`config.mk`:
```
export PLATFORM = sky130hd
export DESIGN_NAME = uart_fifo_data_register_unit_flat
export DESIGN_NICKNAME = d
export VERILOG_FILES = /design/src/rtl/core/ufdr_pkg.sv /design/src/rtl/core/ufdr_ifs.sv /design/src/rtl/core/ufdr_cell.sv /design/src/rtl/core/ufdr_rx_chain.sv /design/src/rtl/core/uart_fifo_data_register_unit.sv /design/src/flat_wrapper.sv
export SDC_FILE = /design/constraint.sdc
export NUM_CORES = 1
export LEC_CHECK = 0
export BUFFER_PORTS_ARGS = -buffer_cell sky130_fd_sc_hd__buf_4
export CAP_MARGIN = 20
export CORE_MARGIN = 10
export CORE_UTILIZATION = 41
export CTS_BUF_LIST = sky130_fd_sc_hd__clkbuf_8
export DETAILED_ROUTE_END_ITERATION = 6
export PLACE_DENSITY = 0.66
export SLEW_MARGIN = 40
export SYNTH_ARGS = -nofsm -noshare
export SYNTH_HDL_FRONTEND = slang
export SYNTH_SLANG_ARGS = --single-unit
```
`constraint.sdc`:
```
create_clock -name clk -period 4.5 [get_ports clk]
set_input_delay 0.45 -clock clk [delete_from_list [all_inputs] [get_ports clk]]
set_output_delay 0.45 -clock clk [all_outputs]
set_load 0.02 [all_outputs]
```
`src/rtl/core/ufdr_pkg.sv`:
```
// Shared types and constants for the UART FIFO data register unit.
package ufdr_pkg;

  localparam int DEFAULT_FIFO_DEPTH = 32;
  localparam int LEVEL_W = 6;

  typedef enum logic [1:0] {
    ACT_LINE_RX = 2'd0,
    ACT_CPU_READ = 2'd1,
    ACT_CPU_WRITE = 2'd2,
    ACT_FLUSH = 2'd3
  } action_t;

  typedef struct packed {
    logic overrun;
    logic [7:0] data;
  } entry_t;

  typedef struct packed {
    logic shift;
    logic push;
    entry_t new_entry;
  } cell_ctrl_t;

endpackage

```
`src/rtl/core/ufdr_ifs.sv`:
```
// Channel interfaces for the UART FIFO data register unit.
interface ufdr_item_if;
  logic valid;
  logic ready;
  logic [1:0] action;
  logic [7:0] data_byte;

  modport source (output valid, output action, output data_byte, input ready);
  modport sink (input valid, input action, input data_byte, output ready);
endinterface

interface ufdr_result_if;
  logic valid;
  logic ready;
  logic [7:0] read_data;
  logic read_overrun;
  logic rx_empty;
  logic rx_full;
  logic tx_empty;
  logic tx_full;
  logic [5:0] rx_level;
  logic [5:0] tx_level;

  modport source (
    output valid, output read_data, output read_overrun, output rx_empty,
    output rx_full, output tx_empty, output tx_full, output rx_level,
    output tx_level, input ready
  );
  modport sink (
    input valid, input read_data, input read_overrun, input rx_empty,
    input rx_full, input tx_empty, input tx_full, input rx_level,
    input tx_level, output ready
  );
endinterface

interface ufdr_cfg_if;
  logic valid;
  logic ready;
  logic loopback_enable;

  modport source (output valid, output loopback_enable, input ready);
  modport sink (input valid, input loopback_enable, output ready);
endinterface

```
`src/rtl/core/ufdr_cell.sv`:
```
// One receive FIFO slot that shifts toward the head or loads a pushed entry.
module ufdr_cell (
  input  logic                clk,
  input  ufdr_pkg::cell_ctrl_t ctrl,
  input  logic                is_tail,
  input  ufdr_pkg::entry_t    upper,
  output ufdr_pkg::entry_t    entry
);

  always_ff @(posedge clk) begin
    if (ctrl.shift) begin
      entry <= upper;
    end else if (ctrl.push && is_tail) begin
      entry <= ctrl.new_entry;
    end
  end

endmodule

```
`src/rtl/core/ufdr_rx_chain.sv`:
```
// Row of receive FIFO cells with the head entry at cell zero.
module ufdr_rx_chain #(
  parameter int FIFO_DEPTH = ufdr_pkg::DEFAULT_FIFO_DEPTH
) (
  input  logic                                clk,
  input  ufdr_pkg::cell_ctrl_t                ctrl,
  input  logic [$clog2(FIFO_DEPTH + 2)-1:0]   count,
  output ufdr_pkg::entry_t                    head
);

  localparam int SLOTS = FIFO_DEPTH + 1;
  localparam int CW = $clog2(FIFO_DEPTH + 2);

  ufdr_pkg::entry_t cells [SLOTS];

  for (genvar i = 0; i < SLOTS; i++) begin : g_cell
    ufdr_pkg::entry_t upper;
    logic is_tail;

    if (i == SLOTS - 1) begin : g_last
      assign upper = ctrl.new_entry;
    end else begin : g_mid
      assign upper = cells[i + 1];
    end

    assign is_tail = (count == CW'(i));

    ufdr_cell u_cell (
      .clk     (clk),
      .ctrl    (ctrl),
      .is_tail (is_tail),
      .upper   (upper),
      .entry   (cells[i])
    );
  end

  assign head = cells[0];

endmodule

```
`src/rtl/core/uart_fifo_data_register_unit.sv`:
```
// Top level of the UART FIFO data register unit.
//
//   Channel  Dir  Handshake      Payload
//   item     in   valid/ready    action, data_byte
//   result   out  valid/ready    read_data, read_overrun, flags, levels
//   cfg      in   valid/ready    loopback_enable
//
// Each transfer on item yields one result in the next cycle.
// The receive FIFO is a row of cells that all shift toward the head on a read.
// Item ready stays high outside reset while the result register is empty or being taken.
// Reset clears the counts, the holding register and the loopback bit.
module uart_fifo_data_register_unit #(
  parameter int FIFO_DEPTH = ufdr_pkg::DEFAULT_FIFO_DEPTH
) (
  input  logic           clk,
  input  logic           rst,
  ufdr_item_if.sink      item,
  ufdr_result_if.source  result,
  ufdr_cfg_if.sink       cfg
);

  localparam int SLOTS = FIFO_DEPTH + 1;
  localparam int CW = $clog2(FIFO_DEPTH + 2);
  localparam int TW = $clog2(FIFO_DEPTH + 1);
  localparam int LW = ufdr_pkg::LEVEL_W;

  logic [CW-1:0] rx_count;
  logic [CW-1:0] rx_count_next;
  logic [TW-1:0] tx_count;
  logic [TW-1:0] tx_count_next;
  logic [7:0] holding_data;
  logic holding_overrun;
  logic loopback;
  logic res_valid;

  logic accept;
  logic do_push;
  logic do_pop;
  logic do_tx;
  logic do_flush;
  ufdr_pkg::action_t act;
  ufdr_pkg::cell_ctrl_t ctrl;
  ufdr_pkg::entry_t head;
  logic [CW+LW-1:0] rx_ext;
  logic [TW+LW-1:0] tx_ext;

  assign act = ufdr_pkg::action_t'(item.action);
  assign item.ready = !rst && (!res_valid || result.ready);
  assign accept = item.valid && item.ready;
  assign cfg.ready = !rst;

  always_comb begin
    do_push = 1'b0;
    do_pop = 1'b0;
    do_tx = 1'b0;
    do_flush = 1'b0;
    unique case (act)
      ufdr_pkg::ACT_LINE_RX: do_push = rx_count != CW'(SLOTS);
      ufdr_pkg::ACT_CPU_READ: do_pop = rx_count != '0;
      ufdr_pkg::ACT_CPU_WRITE: begin
        do_push = loopback && (rx_count != CW'(SLOTS));
        do_tx = !loopback && (tx_count != TW'(FIFO_DEPTH));
      end
      ufdr_pkg::ACT_FLUSH: do_flush = 1'b1;
      default: ;
    endcase
  end

  assign ctrl.shift = accept && do_pop;
  assign ctrl.push = accept && do_push;
  assign ctrl.new_entry.overrun = rx_count == CW'(FIFO_DEPTH);
  assign ctrl.new_entry.data = item.data_byte;

  ufdr_rx_chain #(
    .FIFO_DEPTH (FIFO_DEPTH)
  ) u_rx_chain (
    .clk   (clk),
    .ctrl  (ctrl),
    .count (rx_count),
    .head  (head)
  );

  always_comb begin
    rx_count_next = rx_count;
    tx_count_next = tx_count;
    if (accept) begin
      priority if (do_flush) begin
        rx_count_next = '0;
        tx_count_next = '0;
      end else if (do_push) begin
        rx_count_next = rx_count + CW'(1);
      end else if (do_pop) begin
        rx_count_next = rx_count - CW'(1);
      end else if (do_tx) begin
        tx_count_next = tx_count + TW'(1);
      end
    end
  end

  always_ff @(posedge clk) begin
    if (rst) begin
      rx_count <= '0;
      tx_count <= '0;
      holding_data <= '0;
      holding_overrun <= 1'b0;
      loopback <= 1'b0;
      res_valid <= 1'b0;
    end else begin
      rx_count <= rx_count_next;
      tx_count <= tx_count_next;
      if (ctrl.shift) begin
        holding_data <= head.data;
        holding_overrun <= head.overrun;
      end
      if (cfg.valid) begin
        loopback <= cfg.loopback_enable;
      end
      if (accept) begin
        res_valid <= 1'b1;
      end else if (result.ready) begin
        res_valid <= 1'b0;
      end
    end
  end

  assign rx_ext = {{LW{1'b0}}, rx_count};
  assign tx_ext = {{LW{1'b0}}, tx_count};

  assign result.valid = res_valid;
  assign result.read_data = holding_data;
  assign result.read_overrun = holding_overrun;
  assign result.rx_empty = rx_count == '0;
  assign result.rx_full = rx_count == CW'(SLOTS);
  assign result.tx_empty = tx_count == '0;
  assign result.tx_full = tx_count == TW'(FIFO_DEPTH);
  assign result.rx_level = rx_ext[LW-1:0];
  assign result.tx_level = tx_ext[LW-1:0];

endmodule

```
`src/flat_wrapper.sv`:
```
// flat-port wrapper written by rule: the top's interface ports become plain ports
module uart_fifo_data_register_unit_flat 
#(
  parameter int FIFO_DEPTH = ufdr_pkg::DEFAULT_FIFO_DEPTH
)
  (clk, rst, item_valid, item_action, item_data_byte, item_ready, result_valid, result_read_data, result_read_overrun, result_rx_empty, result_rx_full, result_tx_empty, result_tx_full, result_rx_level, result_tx_level, result_ready, cfg_valid, cfg_loopback_enable, cfg_ready);
  ufdr_item_if item_i ();
  ufdr_result_if result_i ();
  ufdr_cfg_if cfg_i ();
  input  logic clk;
  input  logic rst;
  input wire logic [$bits(item_i.valid)-1:0] item_valid;
  input wire logic [$bits(item_i.action)-1:0] item_action;
  input wire logic [$bits(item_i.data_byte)-1:0] item_data_byte;
  output wire logic [$bits(item_i.ready)-1:0] item_ready;
  output wire logic [$bits(result_i.valid)-1:0] result_valid;
  output wire logic [$bits(result_i.read_data)-1:0] result_read_data;
  output wire logic [$bits(result_i.read_overrun)-1:0] result_read_overrun;
  output wire logic [$bits(result_i.rx_empty)-1:0] result_rx_empty;
  output wire logic [$bits(result_i.rx_full)-1:0] result_rx_full;
  output wire logic [$bits(result_i.tx_empty)-1:0] result_tx_empty;
  output wire logic [$bits(result_i.tx_full)-1:0] result_tx_full;
  output wire logic [$bits(result_i.rx_level)-1:0] result_rx_level;
  output wire logic [$bits(result_i.tx_level)-1:0] result_tx_level;
  input wire logic [$bits(result_i.ready)-1:0] result_ready;
  input wire logic [$bits(cfg_i.valid)-1:0] cfg_valid;
  input wire logic [$bits(cfg_i.loopback_enable)-1:0] cfg_loopback_enable;
  output wire logic [$bits(cfg_i.ready)-1:0] cfg_ready;
  assign item_i.valid = item_valid;
  assign item_i.action = item_action;
  assign item_i.data_byte = item_data_byte;
  assign item_ready = item_i.ready;
  assign result_valid = result_i.valid;
  assign result_read_data = result_i.read_data;
  assign result_read_overrun = result_i.read_overrun;
  assign result_rx_empty = result_i.rx_empty;
  assign result_rx_full = result_i.rx_full;
  assign result_tx_empty = result_i.tx_empty;
  assign result_tx_full = result_i.tx_full;
  assign result_rx_level = result_i.rx_level;
  assign result_tx_level = result_i.tx_level;
  assign result_i.ready = result_ready;
  assign cfg_i.valid = cfg_valid;
  assign cfg_i.loopback_enable = cfg_loopback_enable;
  assign cfg_ready = cfg_i.ready;
  uart_fifo_data_register_unit #(.FIFO_DEPTH(FIFO_DEPTH)) u_core (.clk(clk), .rst(rst), .item(item_i), .result(result_i), .cfg(cfg_i));
endmodule
```
==> results.yml <==
outcome:
  status: "completed"
hold_path:
  min-delay-path-class: "input port to flip-flop"
  hold_depth: 1
route:
  vias: 7179
  drt-vias-per-instance: 5.19
  drtAntennaViolNets: 0
  drt_iter0_markers: 555
  detail_route.first_pass.iterations: 4
  finalWirelength_um: 23200
  wl_per_cell_um: 16.8
  drc: 0
clock_network:
  ctsRootBufferMaster: "clkbuf_8"
  cts_tree: "yes"
  cts_buffer_depth: 3
  clkSinkCount: 320
  insertion_delay_ns: 0.56
  clk_pin_slew_worst_paths_ns: 0.06
  cts_hold_buf: 0
  post_cts_resized: 0
  cts_setup_buffers: 0
  cts_buffers: 49
  htreeDepth: 2
synthesis:
  yosysUniqueCellTypes: 56
  synth_top_area_cell: "edfxtp_1"
  synthAdderAreaFrac_pct: 0.564
  synth-simple-area-share_pct: 3.87
  synth-seq-cells: 320
  synth_area_per_cell_um2: 15.3
  synth_area_mm2: 0.0133
  muxShareOfSynthArea_pct: 0.423
  synth-compound-area-share_pct: 19.9
  ys.warnings.count: 0
  synth_top_cells_by_area: "edfxtp_1, a21o_1, dfxtp_1"
  yosysTopAreaCellShare_pct: 67.0
  synth_xor_area_share_pct: 0.132
  ys_seq_area_share_pct: 70.5
  netlist_instances: 872
  ys_async_sr_fraction_pct: 0
  synth-edff-count: 297
  synth_flop_cell: "edfxtp_1"
  syn_nets: 894
  synth_top_family_by_area: "compound AO/OA/AOI/OAI gates"
timing:
  drv_slew: 0
  rsz0062_at_grt: "no"
  finalSetupViolCount: 0
  period_needed_ns: 2.88
  setup_tns_ns: 0
  setup_ws_ns: 1.62
  hold_viol_final: 0
  worst_pin_slew_ns: 0.728
  clock_skew_ns: 0.00942
  post-route-period-util_pct: 64.0
  max_freq_ghz: 0.347
  timing.slew.headroom_pct: 51.4
floorplanning:
  dieWidth_um: 200
  die_h_um: 200
  num_rows: 65
  start_util_pct: 41.8
  io_pins: 44
  core_area_mm2: 0.0318
  dieArea_mm2: 0.0400
place:
  post-place-ws_ns: 1.55
  dp.cells: 1294
  portBuffers: 43
  dp_hpwl_um: 14300
  gp_congestion: 0.794
layout:
  seqCellArea_mm2: 0.00938
  instances_no_fill: 1384
  layout.nets: 932
  fillers: 2767
  multi_input_area_mm2: 0.00332
  syn2layout_area_growth_pct: 11.1
  drive_gt1_share_pct: 16.4
  n_antenna_cell: 0
worst_setup_path:
  worstPathMaxFanout: 68
  critPathArrivalTime_ns: 3.30
  start_kind: "flip-flop"
  crit_type: "flip-flop to flip-flop"
  worst_r2r_path_depth: 6
  worstPathRequired_ns: 4.92
  setup.worst_path.end_class: "flip-flop"
global_routing:
  grt_first_pass_wirelength_um: 38100
  grt.total_usage_pct: 11.2
  grt_pass1_vias: 7195
  gr-total-overflow: 0
  grt_max_degree: 69
  antenna_found_initial: 0
pwr:
  p_per_area_mw_per_mm2: 414
  peakVddDrop_mv: 0.300
  total_leakage_power_uw: 0.00654
flow_run:
  maxCapViolations: 0
registers in the layout, indices dropped and copies added (netlist names):
| name | cells |
|---|---|
| u_core.u_rx_chain.g_cell.u_cell.entry | 297 |
| u_core.result.read_data | 8 |
| u_core.result.rx_level | 6 |
| u_core.result.tx_level | 6 |
| u_core.loopback | 1 |
| u_core.result.read_overrun | 1 |
| u_core.result.valid | 1 |
cell families after synthesis:
| family | count (synthesis) |
|---|---|
| flops | 320 |
| fa+ha+maj | 6 |
| mux | 5 |
| xor+xnor | 2 |
| simple gates | 89 |
| buf+inv | 92 |
| compound gates | 358 |
Yosys cell counts (all sizes together), types with 2 or more instances:
master and number:
a211o 2, a211oi 2, a21o 302, a21oi 18, a31o 2, a41o 5
and2 9, and3 2, buf 63, clkbuf 21, dfxtp 23, edfxtp 297
ha 6, inv 8, mux2 2, mux2i 3, nand2 27, nand2b 3
nand3 7, nand3b 2, nor2 17, nor2b 4, nor3 4, nor3b 2
nor4b 2, o21ai 17, or3 5
critical path: stages (launching register included):
cell and delay [ns]:
dfxtp_1 0.45, inv_1 0.13, ha_1 0.38, nand3_2 0.20, and3b_4 0.68, buf_4 0.64, a21o_1 0.21
area by class of cell:
cell class | count | share of cell area, %
Sequential cell | 320 | 63.5
Tap cell | 435 | 3.68
Multi-Input combinational cell | 460 | 22.5
Inverter | 8 | 0.203
Timing Repair Buffer | 71 | 3.61
Clock inverter | 39 | 1.84
Clock buffer | 51 | 4.75
stage by stage:
step	total power, µW	instance area, µm²	util (%)	hold WS, ns
after CTS	6190	14800	46.5	0.0378
final	6120	14800	46.5	0.0844
after detailed placement	3800	13800	43.4	0.451
after global routing	6370	14800	46.5	0.0422
after floorplan	3700	13300	-	0.471
after global placement	3790	13800	43.4	0.447
power by group:
group	internal, µW	switching (µW)
sequential	3320	27.1
combinational	163	218
clock	1290	1100
final timing paths:
check	startpoint	endpoint	slack (ns)
max	u_core.result.rx_level[0]	u_core.u_rx_chain.g_cell[18].u_cell.entry[8]	1.62
min reg2reg	u_core.result.read_data[0]	u_core.result.read_data[0]	0.46
min	item_data_byte[6]	u_core.u_rx_chain.g_cell[32].u_cell.entry[6]	0.08
max reg2reg	u_core.result.rx_level[0]	u_core.u_rx_chain.g_cell[18].u_cell.entry[8]	1.62
routing by layer:
metal | vias to the layer above | routed length, µm | part of all wire, % | GRT usage [%]
met2 | 123 | 11300 | 49 | 18.6
met3 | 42 | 806 | 3.5 | 2.18
li1 | 3378 | - | - | -
met1 | 3636 | 10700 | 46 | 14.5
met4 | 0 | 432 | 1.9 | 3.79
met5 | - | 0 | 0 | 0
placed cells by master (no fill, tap or decap), types with 9 or more instances in the layout:
master / netlist / routed
nand2_1: 27 / 27
clkbuf_8: 0 / 51
clkinv_1: 0 / 16
buf_4: 2 / 71
a21oi_1: 18 / 18
nor2_1: 16 / 15
and2_1: 9 / 9
o21ai_0: 17 / 16
inv_1: 8 / 18
dfxtp_1: 23 / 23
a21o_1: 302 / 302
edfxtp_1: 297 / 297
(Power assumes the default switching activity.)
